## src/sv/dtq_pkg.sv

```systemverilog
`timescale 1ns / 1ps
// ----------------------------------------------------------------------------
// dtq_pkg
// Shared types and constants for the decimal text to Q8.8 converter.
// ----------------------------------------------------------------------------
package dtq_pkg;

  typedef enum logic [1:0] {
    STATUS_OK     = 2'd0,
    STATUS_FORMAT = 2'd1,
    STATUS_RANGE  = 2'd2
  } status_t;

  localparam logic [7:0] CHAR_PLUS  = 8'h2B;
  localparam logic [7:0] CHAR_MINUS = 8'h2D;
  localparam logic [7:0] CHAR_POINT = 8'h2E;
  localparam logic [7:0] CHAR_ZERO  = 8'h30;
  localparam logic [7:0] CHAR_NINE  = 8'h39;

  localparam int unsigned POS_W = 4;
  localparam int unsigned INT_W = 10;
  localparam int unsigned FRAC_W = 14;

  localparam logic [POS_W-1:0] POS_SIGN  = 4'd0;
  localparam logic [POS_W-1:0] POS_POINT = 4'd4;
  localparam logic [POS_W-1:0] POS_LAST  = 4'd8;
  localparam logic [POS_W-1:0] POS_END   = 4'd9;
  localparam logic [POS_W-1:0] POS_MAX   = 4'd15;

  localparam logic [INT_W-1:0]  INT_LIMIT     = 10'd127;
  localparam logic [INT_W-1:0]  NEG_INT_LIMIT = 10'd128;
  localparam logic [FRAC_W-1:0] FRAC_LIMIT    = 14'd9960;

  // floor(f * 16 / 625) as a reciprocal multiply, exact for f * 16 below 2^28 / 169
  localparam int unsigned RECIP_W = 19;
  localparam int unsigned PROD_W  = FRAC_W + 4 + RECIP_W;
  localparam int unsigned RECIP_SHIFT = 28;
  localparam logic [RECIP_W-1:0] FRAC_RECIP = 19'd429497;

endpackage

```

## src/sv/dtq_char_if.sv

```systemverilog
`timescale 1ns / 1ps
// ----------------------------------------------------------------------------
// dtq_char_if
// Valid/ready channel carrying one text character per item.
// ----------------------------------------------------------------------------
interface dtq_char_if;
  logic       valid;
  logic       ready;
  logic [7:0] character;
  logic       last_char;

  modport source (output valid, output character, output last_char, input ready);
  modport sink   (input valid, input character, input last_char, output ready);
endinterface

```

## src/sv/dtq_result_if.sv

```systemverilog
`timescale 1ns / 1ps
// ----------------------------------------------------------------------------
// dtq_result_if
// Valid/ready channel carrying one Q8.8 word and its status per item.
// ----------------------------------------------------------------------------
interface dtq_result_if;
  logic               valid;
  logic               ready;
  logic signed [15:0] fixed_value;
  logic        [1:0]  status;

  modport source (output valid, output fixed_value, output status, input ready);
  modport sink   (input valid, input fixed_value, input status, output ready);
endinterface

```

## src/sv/decimal_text_to_q8_8.sv

```systemverilog
`timescale 1ns / 1ps
// ----------------------------------------------------------------------------
// decimal_text_to_q8_8
// Parses fixed-form decimal text (sign, three digits, point, four digits)
// and returns a two's complement Q8.8 word with an ok/format/range status.
//
// channel   direction  item
// text      in         character, last_char
// result    out        fixed_value, status (one item per last character)
//
// one character is taken every cycle unless text stalls; the parse state updates at the accept
// a last character loads a snapshot register, the conversion runs from there
// into the output register that drives result
// text stalls only while both the snapshot and a waiting result are full
// rst is synchronous and clears the parse state and both valid flags
// ----------------------------------------------------------------------------
module decimal_text_to_q8_8 import dtq_pkg::*; (
  input  logic         clk,
  input  logic         rst,
  dtq_char_if.sink     text,
  dtq_result_if.source result
);

  // parse state
  logic [POS_W-1:0]  position, position_next;
  logic              negative_sign, negative_sign_next;
  logic              format_bad, format_bad_next;
  logic [INT_W-1:0]  integer_digits, integer_digits_next;
  logic [FRAC_W-1:0] fraction_digits, fraction_digits_next;

  // snapshot of a finished string
  logic              snap_valid;
  logic              snap_neg;
  logic              snap_bad;
  logic [INT_W-1:0]  snap_int;
  logic [FRAC_W-1:0] snap_frac;

  logic              accept;
  logic              out_free;
  logic              is_digit;
  logic [3:0]        digit;

  logic [PROD_W-1:0] frac_prod;
  logic [8:0]        frac_bits;
  logic [15:0]       word;
  logic [15:0]       value_next;
  status_t           status_next;

  assign out_free   = !result.valid || result.ready;
  assign text.ready = !snap_valid || out_free;
  assign accept     = text.valid && text.ready;

  assign is_digit = (text.character >= CHAR_ZERO) && (text.character <= CHAR_NINE);
  assign digit    = text.character[3:0];

  always_comb begin
    negative_sign_next   = negative_sign;
    format_bad_next      = format_bad;
    integer_digits_next  = integer_digits;
    fraction_digits_next = fraction_digits;
    priority if (position == POS_SIGN) begin
      if (text.character == CHAR_MINUS) begin
        negative_sign_next = 1'b1;
      end else if (text.character != CHAR_PLUS) begin
        format_bad_next = 1'b1;
      end
    end else if (position == POS_POINT) begin
      if (text.character != CHAR_POINT) begin
        format_bad_next = 1'b1;
      end
    end else if (position < POS_END) begin
      if (!is_digit) begin
        format_bad_next = 1'b1;
      end else if (position < POS_POINT) begin
        integer_digits_next = (integer_digits << 3) + (integer_digits << 1)
                              + {{(INT_W-4){1'b0}}, digit};
      end else begin
        fraction_digits_next = (fraction_digits << 3) + (fraction_digits << 1)
                               + {{(FRAC_W-4){1'b0}}, digit};
      end
    end else begin
      format_bad_next = 1'b1;
    end
    position_next = (position == POS_MAX) ? POS_MAX : position + 1'b1;
  end

  always_ff @(posedge clk) begin
    if (rst) begin
      position        <= '0;
      negative_sign   <= 1'b0;
      format_bad      <= 1'b0;
      integer_digits  <= '0;
      fraction_digits <= '0;
    end else if (accept) begin
      if (text.last_char) begin
        position        <= '0;
        negative_sign   <= 1'b0;
        format_bad      <= 1'b0;
        integer_digits  <= '0;
        fraction_digits <= '0;
      end else begin
        position        <= position_next;
        negative_sign   <= negative_sign_next;
        format_bad      <= format_bad_next;
        integer_digits  <= integer_digits_next;
        fraction_digits <= fraction_digits_next;
      end
    end
  end

  always_ff @(posedge clk) begin
    if (rst) begin
      snap_valid <= 1'b0;
    end else if (accept && text.last_char) begin
      snap_valid <= 1'b1;
    end else if (out_free) begin
      snap_valid <= 1'b0;
    end
  end

  always_ff @(posedge clk) begin
    if (accept && text.last_char) begin
      snap_neg  <= negative_sign_next;
      snap_bad  <= format_bad_next || (position != POS_LAST);
      snap_int  <= integer_digits_next;
      snap_frac <= fraction_digits_next;
    end
  end

  // conversion
  assign frac_prod = PROD_W'({snap_frac, 4'b0000}) * PROD_W'(FRAC_RECIP);
  assign frac_bits = frac_prod[RECIP_SHIFT +: 9];
  assign word      = {1'b0, snap_int[6:0], 8'h00} + {7'b0000000, frac_bits};

  always_comb begin
    value_next  = '0;
    status_next = STATUS_OK;
    priority if (snap_bad) begin
      status_next = STATUS_FORMAT;
    end else if (!snap_neg && ((snap_int > INT_LIMIT)
                 || ((snap_int == INT_LIMIT) && (snap_frac > FRAC_LIMIT)))) begin
      status_next = STATUS_RANGE;
    end else if (snap_neg && (snap_int >= NEG_INT_LIMIT)) begin
      status_next = STATUS_RANGE;
    end else begin
      value_next = snap_neg ? (~word + 16'd1) : word;
    end
  end

  always_ff @(posedge clk) begin
    if (rst) begin
      result.valid <= 1'b0;
    end else if (out_free) begin
      result.valid <= snap_valid;
    end
  end

  always_ff @(posedge clk) begin
    if (out_free && snap_valid) begin
      result.fixed_value <= value_next;
      result.status      <= status_next;
    end
  end

endmodule
```

## src/flat_wrapper.sv

```systemverilog
// flat-port wrapper written by rule: the top's interface ports become plain ports
module decimal_text_to_q8_8_flat import dtq_pkg::*;
  (clk, rst, text_valid, text_character, text_last_char, text_ready, result_valid, result_fixed_value, result_status, result_ready);
  dtq_char_if text_i ();
  dtq_result_if result_i ();
  input  logic clk;
  input  logic rst;
  input wire logic [$bits(text_i.valid)-1:0] text_valid;
  input wire logic [$bits(text_i.character)-1:0] text_character;
  input wire logic [$bits(text_i.last_char)-1:0] text_last_char;
  output wire logic [$bits(text_i.ready)-1:0] text_ready;
  output wire logic [$bits(result_i.valid)-1:0] result_valid;
  output wire logic [$bits(result_i.fixed_value)-1:0] result_fixed_value;
  output wire logic [$bits(result_i.status)-1:0] result_status;
  input wire logic [$bits(result_i.ready)-1:0] result_ready;
  assign text_i.valid = text_valid;
  assign text_i.character = text_character;
  assign text_i.last_char = text_last_char;
  assign text_ready = text_i.ready;
  assign result_valid = result_i.valid;
  assign result_fixed_value = result_i.fixed_value;
  assign result_status = result_i.status;
  assign result_i.ready = result_ready;
  decimal_text_to_q8_8 u_core (.clk(clk), .rst(rst), .text(text_i), .result(result_i));
endmodule
```

## config.mk

```make
export PLATFORM = sky130hd
export DESIGN_NAME = decimal_text_to_q8_8_flat
export DESIGN_NICKNAME = d
export VERILOG_FILES = /design/src/sv/dtq_pkg.sv /design/src/sv/dtq_char_if.sv /design/src/sv/dtq_result_if.sv /design/src/sv/decimal_text_to_q8_8.sv /design/src/flat_wrapper.sv
export SDC_FILE = /design/constraint.sdc
export NUM_CORES = 1
export LEC_CHECK = 0
export ABC_AREA = 0
export BUFFER_PORTS_ARGS = -buffer_cell sky130_fd_sc_hd__buf_2
export CORE_ASPECT_RATIO = 0.9
export CORE_MARGIN = 2
export CORE_UTILIZATION = 30
export CTS_BUF_LIST = sky130_fd_sc_hd__clkbuf_8 sky130_fd_sc_hd__clkbuf_16
export DETAILED_ROUTE_END_ITERATION = 10
export SYNTH_ARGS = -nofsm -noshare
export SYNTH_HDL_FRONTEND = slang
export SYNTH_SLANG_ARGS = --single-unit
```

## constraint.sdc

```tcl
create_clock -name clk -period 8.55 [get_ports clk]
set_input_delay 1.71 -clock clk [delete_from_list [all_inputs] [get_ports clk]]
set_output_delay 1.71 -clock clk [all_outputs]
set_load 0.005 [all_outputs]
```

==> results of run 1 <==
## power groups by stage
stage          Combinational, µW  Clock, µW  Sequential [µW]
2_1_floorplan                629          0              405
3_3_place_gp                 807          0              408
3_5_place_dp                 816          0              408
4_1_cts                      829        388              400
5_1_grt                      970        403              401
6_report                     838        380              400
## through the flow
| stage | cell area (µm²) | util, % | hold slack [ns] | cells | total power [µW] |
|---|---|---|---|---|---|
| 4_1_cts | 10200 | 33.2 | 0.460 | 1414 | 1620 |
| 2_1_floorplan | 9360 | - | 0.432 | 978 | 1030 |
| 3_5_place_dp | 9950 | 32.3 | 0.450 | 1398 | 1220 |
| 6_report | 10300 | 33.4 | 0.462 | 1417 | 1620 |
| 3_3_place_gp | 9950 | 32.3 | 0.440 | 1398 | 1220 |
| 5_1_grt | 10300 | 33.4 | 0.468 | 1417 | 1770 |
## final timing paths
path	start	to	slack, ns
max reg2reg	u_core.snap_frac[11]	u_core.result.fixed_value[10]	0.50
min reg2reg	u_core.integer_digits[9]	u_core.integer_digits[9]	0.46
max	u_core.snap_frac[11]	u_core.result.fixed_value[10]	0.50
min	u_core.integer_digits[9]	u_core.integer_digits[9]	0.46
## logic make-up after synthesis
group,after synthesis
AOI/OAI and AO/OA,168
xor gates and xnor gates,42
adders and majority gates,258
buffers and inverters,191
DFF,76
muxes,14
and+or+nand+nor,229
## routing by layer
layer | up-vias | wire, µm | track usage [%] | part of all wire (%)
li1 | 3385 | - | - | -
met5 | - | 0 | 0 | 0
met4 | 0 | 204 | 2.49 | 1.0
met2 | 116 | 8880 | 20.9 | 44
met3 | 17 | 864 | 2.57 | 4.3
met1 | 3173 | 10200 | 18.3 | 51
## registers in the layout (all words and copies together), names as in the netlist, 2 cells and up
name / count
u_core.snap_frac: 14
u_core.snap_int: 10
u_core.result.status: 2
u_core.integer_digits: 10
u_core.result.fixed_value: 16
u_core.fraction_digits: 14
u_core.position: 4
## timing repair
item | CTS | global route
endpoints found under the setup margin | 0 | 6
gates resized for setup | 0 | 5
buffers inserted | 0 | 3
hold endpoints to repair | 0 | 0
## Yosys cell counts, types with 9 or more instances
master,instances
a21o_1,10
a21oi_1,46
a22oi_1,22
a31oi_1,9
clkbuf_1,18
dfxtp_1,32
edfxtp_1,44
fa_1,93
ha_1,165
inv_1,168
nand2_1,62
nand3_1,14
nor2_1,66
nor3_1,21
o21ai_0,36
xnor2_1,28
xor2_1,14
## worst reg2reg max path, delay by kind of cell, from the launching register on
family | cells | cell delay (ns)
xor+xnor | 1 | 0.12
buf+inv | 4 | 0.21
compound gates | 6 | 1.36
simple gates | 6 | 1.52
flops | 1 | 0.55
mux | 1 | 0.32
fa+ha+maj | 8 | 3.68
## area by class of cell
type,instances,area [µm²]
clock buffers,11,264
clock inverters,5,32.5
fillers,3149,20500
inverters,168,631
multi-input cells,711,6700
flip-flops and latches,76,1960
well taps,409,512
repair buffers,37,198
==> flow_summary.ini, run 1 <==
[outcome]
status = completed

[setup_path]
slowest_stage = or4_4
crit_path_max_fanout = 8
critPathKind = reg2reg
path_common_cell = fa_1
crit_required_ns = 8.64
startpoint_type = flop
worst_path_largest_cell_delay_ns = 0.60
cp.depth = 26
endpoint_kind = flop
cp_data_arrival_time_ns = 8.14
reg2reg_depth = 26
crit_buf_inv = 4
cpLargestDelayFamily = adder cells

[timing]
report.final.slew_viol_count = 0
tightest_slew_ns = 0.972
maxSlewHeadroom_pct = 35.1
fmax_mhz = 124
finalSetupViolCount = 0
setup_tns_ns = 0
rsz0062_at_grt = no
clock_skew_ns = 0.0125
fin_crit_ns = 8.05
layout_setup_ws_ns = 0.503
timing.final.hold_violations = 0
period_share_pct = 94.1

[final_layout]
final_nets = 1274
drive_gt1_share_pct = 8.04
area_growth_pct = 10.0
antenna_cells = 0
final_cell_mix = inv_1 (168), ha_1 (165), fa_1 (93)
final_common_cell = inv_1

[grt]
grt_pass1_vias = 6650
grt-ovfl-total = 0
grt_max_degree = 33
gr-usage-all-layers_pct = 13.0
grt_antenna_before_repair = 0
grt_pass1_wl_mm = 33.9

[yosys]
ys.flop_type = edfxtp_1
synthCells = 978
synthMuxAreaShare_pct = 1.58
yosysUniqueCellTypes = 68
async_reset_ff_share_pct = 0
synth_nets = 1249
synth_xor_area_share_pct = 3.93
netlist_area_um2 = 9360
synth_simple_gate_area_share_pct = 12.0
yosys.area.top_type_share_pct = 22.1
synth_area_leaders = ha_1 (22%), fa_1 (20%), edfxtp_1 (14%), dfxtp_1 (6.8%), inv_1 (6.7%)
ys_ff_latch = 76
yosysTopAreaCell = ha_1
synthAdderAreaFrac_pct = 42.0
ys_seq_area_share_pct = 21.0
synth_top_family_by_area = adder cells
synth_edf_count = 44
synth_compound_area_share_pct = 11.8
synth_area_per_cell_um2 = 9.57
yosys_warnings = 0

[floorplanning]
start_util_pct = 30.3
chipWidth_um = 190
dieHeight_um = 172
num_rows = 61
die_area_um2 = 32600
ioPinCount = 33
coreArea_um2 = 30800

[flow_run]
drv_cap = 0

[route]
vias = 6691
ant_nets = 0
drt-total-wl_mm = 20.1
firstDrtPassIters = 5
drt-initial-drc-count = 384
drt-wirelength-per-cell_um = 14.2
drc_errors = 0
vias_per_cell = 4.72

[power_and_ir_drop]
power.density_nw_per_um2 = 157
peakVddDrop_mv = 0.106
p_int_uw = 951
switching_power_uw = 667
p_leak_uw = 0.00490
p_sw_share_pct = 41.2
power_frac_clock_pct = 23.5
seqPwrFrac_pct = 24.7
p_comb_share_pct = 51.8

[clocking]
clock-sinks = 76
htreeDepth = 3
clock_latency_ns = 0.35
cts.path.max_buffers = 2
cts_tree = done
path_clk_slew_ns = 0.06
cts-root-buf = clkbuf_16
cts_hold_buf = 0
cts_buffers = 9

[hold_path]
hp-class = reg2reg
holdPathStages = 2

[placed_design]
dp_hpwl_mm = 16.8
portBuffers = 32
pre_cts_slack_ns = 0.292
routabilityCongestion = 0.889
Power figures use the tool's default switching activity.
==> inputs of run 2 (changes only) <==
--- a/config.mk
+++ b/config.mk
@@ -7,11 +7,14 @@
 export LEC_CHECK = 0
 export ABC_AREA = 0
 export BUFFER_PORTS_ARGS = -buffer_cell sky130_fd_sc_hd__buf_2
+export CELL_PAD_IN_SITES_DETAIL_PLACEMENT = 2
+export CELL_PAD_IN_SITES_GLOBAL_PLACEMENT = 2
 export CORE_ASPECT_RATIO = 0.9
-export CORE_MARGIN = 2
+export CORE_MARGIN = 8
 export CORE_UTILIZATION = 30
 export CTS_BUF_LIST = sky130_fd_sc_hd__clkbuf_8 sky130_fd_sc_hd__clkbuf_16
 export DETAILED_ROUTE_END_ITERATION = 10
+export PLACE_DENSITY_LB_ADDON = 0.1
 export SYNTH_ARGS = -nofsm -noshare
 export SYNTH_HDL_FRONTEND = slang
 export SYNTH_SLANG_ARGS = --single-unit
==> run 2 against run 1 <==
  * Register-to-register slack lost 0.07 ns
  * Maximum frequency shrank 0.91%
  * Critical path type unchanged
  * Core utilization is 0.29 points higher
  * Final cell count up 0.78%
  * Largest cell class unchanged
==> flow_summary.ini, run 2 (synthesis gave the netlist of run 1 again) <==
[final_layout]
largest_reg_flops = 16
final_nets = 1285
nFillCells = 3423
final_cell_mix = inv_1 (168), ha_1 (164), fa_1 (93)
final_common_cell = inv_1
top_register = u_core.result.fixed_value
multi_input_area_um2 = 6700
drive_gt1_share_pct = 9.03
stdcell_count = 1428
post-route-util_pct = 33.7
reg.largest.list = u_core.result.fixed_value x16, u_core.fraction_digits x14, u_core.snap_frac x14
area_growth_pct = 11.0
finalInstanceArea_um2 = 10400
area.sequential_um2 = 1960
antenna_cells = 0

[grt]
grt_max_degree = 33
grt_pass1_wl_mm = 43.3
grt_antenna_before_repair = 0
grt_pass1_vias = 7760
grt-ovfl-total = 0
gr-usage-all-layers_pct = 14.7

[timing]
fmax_mhz = 123
fin_crit_ns = 8.12
maxSlewHeadroom_pct = 32.2
report.final.slew_viol_count = 0
finalSetupViolCount = 0
layout_setup_ws_ns = 0.429
clock_skew_ns = 0.00785
period_share_pct = 95.0
timing.final.hold_violations = 0
tightest_slew_ns = 1.01

[clocking]
cts_buffers = 9
clock_latency_ns = 0.34
path_clk_slew_ns = 0.07
cts.path.max_buffers = 2
cts_tree = done
clock-sinks = 76
htreeDepth = 3
cts-root-buf = clkbuf_16

[power_and_ir_drop]
p_sw_share_pct = 42.7
seqPwrFrac_pct = 23.7
power.density_nw_per_um2 = 162
peakVddDrop_mv = 0.0866
switching_power_uw = 720
finalPower_uw = 1680
p_int_uw = 964
p_leak_uw = 0.00495
power_frac_clock_pct = 23.3
p_comb_share_pct = 53.0

[setup_path]
startpoint_type = flop
reg2reg_depth = 27
cp_data_arrival_time_ns = 8.21
critPathKind = reg2reg
reg2reg_from = u_core.snap_frac[13]
crit_required_ns = 8.64
worst_path_largest_cell_delay_ns = 0.58
endpoint_kind = flop
ff2ff_setup_slack_ns = 0.43
slowest_stage = or4_4
crit_path_max_fanout = 6
regToRegEndpoint = u_core.result.fixed_value[10]

[route]
drt-initial-drc-count = 213
drt-total-wl_mm = 26.3
ant_nets = 0
drc_errors = 0
firstDrtPassIters = 4
vias_per_cell = 4.83
drt-wirelength-per-cell_um = 18.4
vias = 6891

[placed_design]
dp_cells = 1406
pre_cts_slack_ns = -0.0400
placed_area_um2 = 10000
routabilityCongestion = 0.783
portBuffers = 32
dp_hpwl_mm = 22.2

[hold_path]
holdPathStages = 2
hp-class = reg2reg
hp-start = u_core.integer_digits[9]
hold_path_end = u_core.integer_digits[9]

[floorplanning]
die_area_um2 = 37100
ioPinCount = 33
start_util_pct = 30.3
coreArea_um2 = 30800
chipWidth_um = 202
dieHeight_um = 184
num_rows = 61

[flow_run]
drv_cap = 0

[outcome]
status = completed
[run 2: worst max path at each step]
stage                         startpoint                             to  slack [ns]
global route        u_core.snap_frac[12]  u_core.result.fixed_value[10]      -0.006
CTS                 u_core.snap_frac[12]  u_core.result.fixed_value[13]        0.14
global placement    u_core.snap_frac[12]  u_core.result.fixed_value[13]        0.25
finish              u_core.snap_frac[13]  u_core.result.fixed_value[10]        0.43
detailed placement  u_core.snap_frac[12]  u_core.result.fixed_value[13]       -0.04
floorplan           u_core.snap_frac[11]  u_core.result.fixed_value[10]        0.90
[run 2: critical path: cells and delay by family (launching register included)]
family                   cells  cell delay, ns
AO/OA/AOI/OAI                6            1.48
XOR/XNOR                     1            0.12
adder cells (fa/ha/maj)      8            3.59
buffers and inverters        5            0.30
flip-flops                   1            0.52
multiplexers                 1            0.33
AND/OR/NAND/NOR              6            1.52
[run 2: power groups by stage]
stage / Combinational (µW) / Sequential, µW / Clock [µW]
2_1_floorplan: 629 / 405 / 0
3_3_place_gp: 866 / 407 / 0
3_5_place_dp: 878 / 407 / 0
4_1_cts: 895 / 399 / 407
5_1_grt: 1020 / 400 / 419
6_report: 893 / 399 / 393
[run 2: stage by stage]
| stage | hold slack, ns | TNS, ns |
|---|---|---|
| 2_1_floorplan | 0.432 | 0 |
| 3_3_place_gp | 0.447 | 0 |
| 3_5_place_dp | 0.455 | -0.0621 |
| 4_1_cts | 0.466 | 0 |
| 5_1_grt | 0.490 | -0.00609 |
| 6_report | 0.460 | 0 |
[run 2: what timing repair did]
action | 4_1_cts | 5_1_grt
gates cloned | 0 | 0
endpoints found under the setup margin | 3 | 6
resized for setup | 1 | 5
hold buffers | 0 | 0
pin swaps | 0 | 0
setup buffers | 0 | 6
[run 2: final cells by class]
type	instances	area share, %
Clock buffer	9	2.17
Inverter	168	6.07
Clock inverter	7	0.711
Sequential cell	76	18.9
Multi-Input combinational cell	711	64.5
Tap cell	409	4.93
Timing Repair Buffer	48	2.70
[run 2: per-layer routing]
layer	GRT usage, %	up-vias	wire, µm
li1	-	3387	-
met1	20.4	3450	13400
met2	24.2	40	12100
met3	2.01	14	385
met4	2.99	0	383
met5	0	-	0
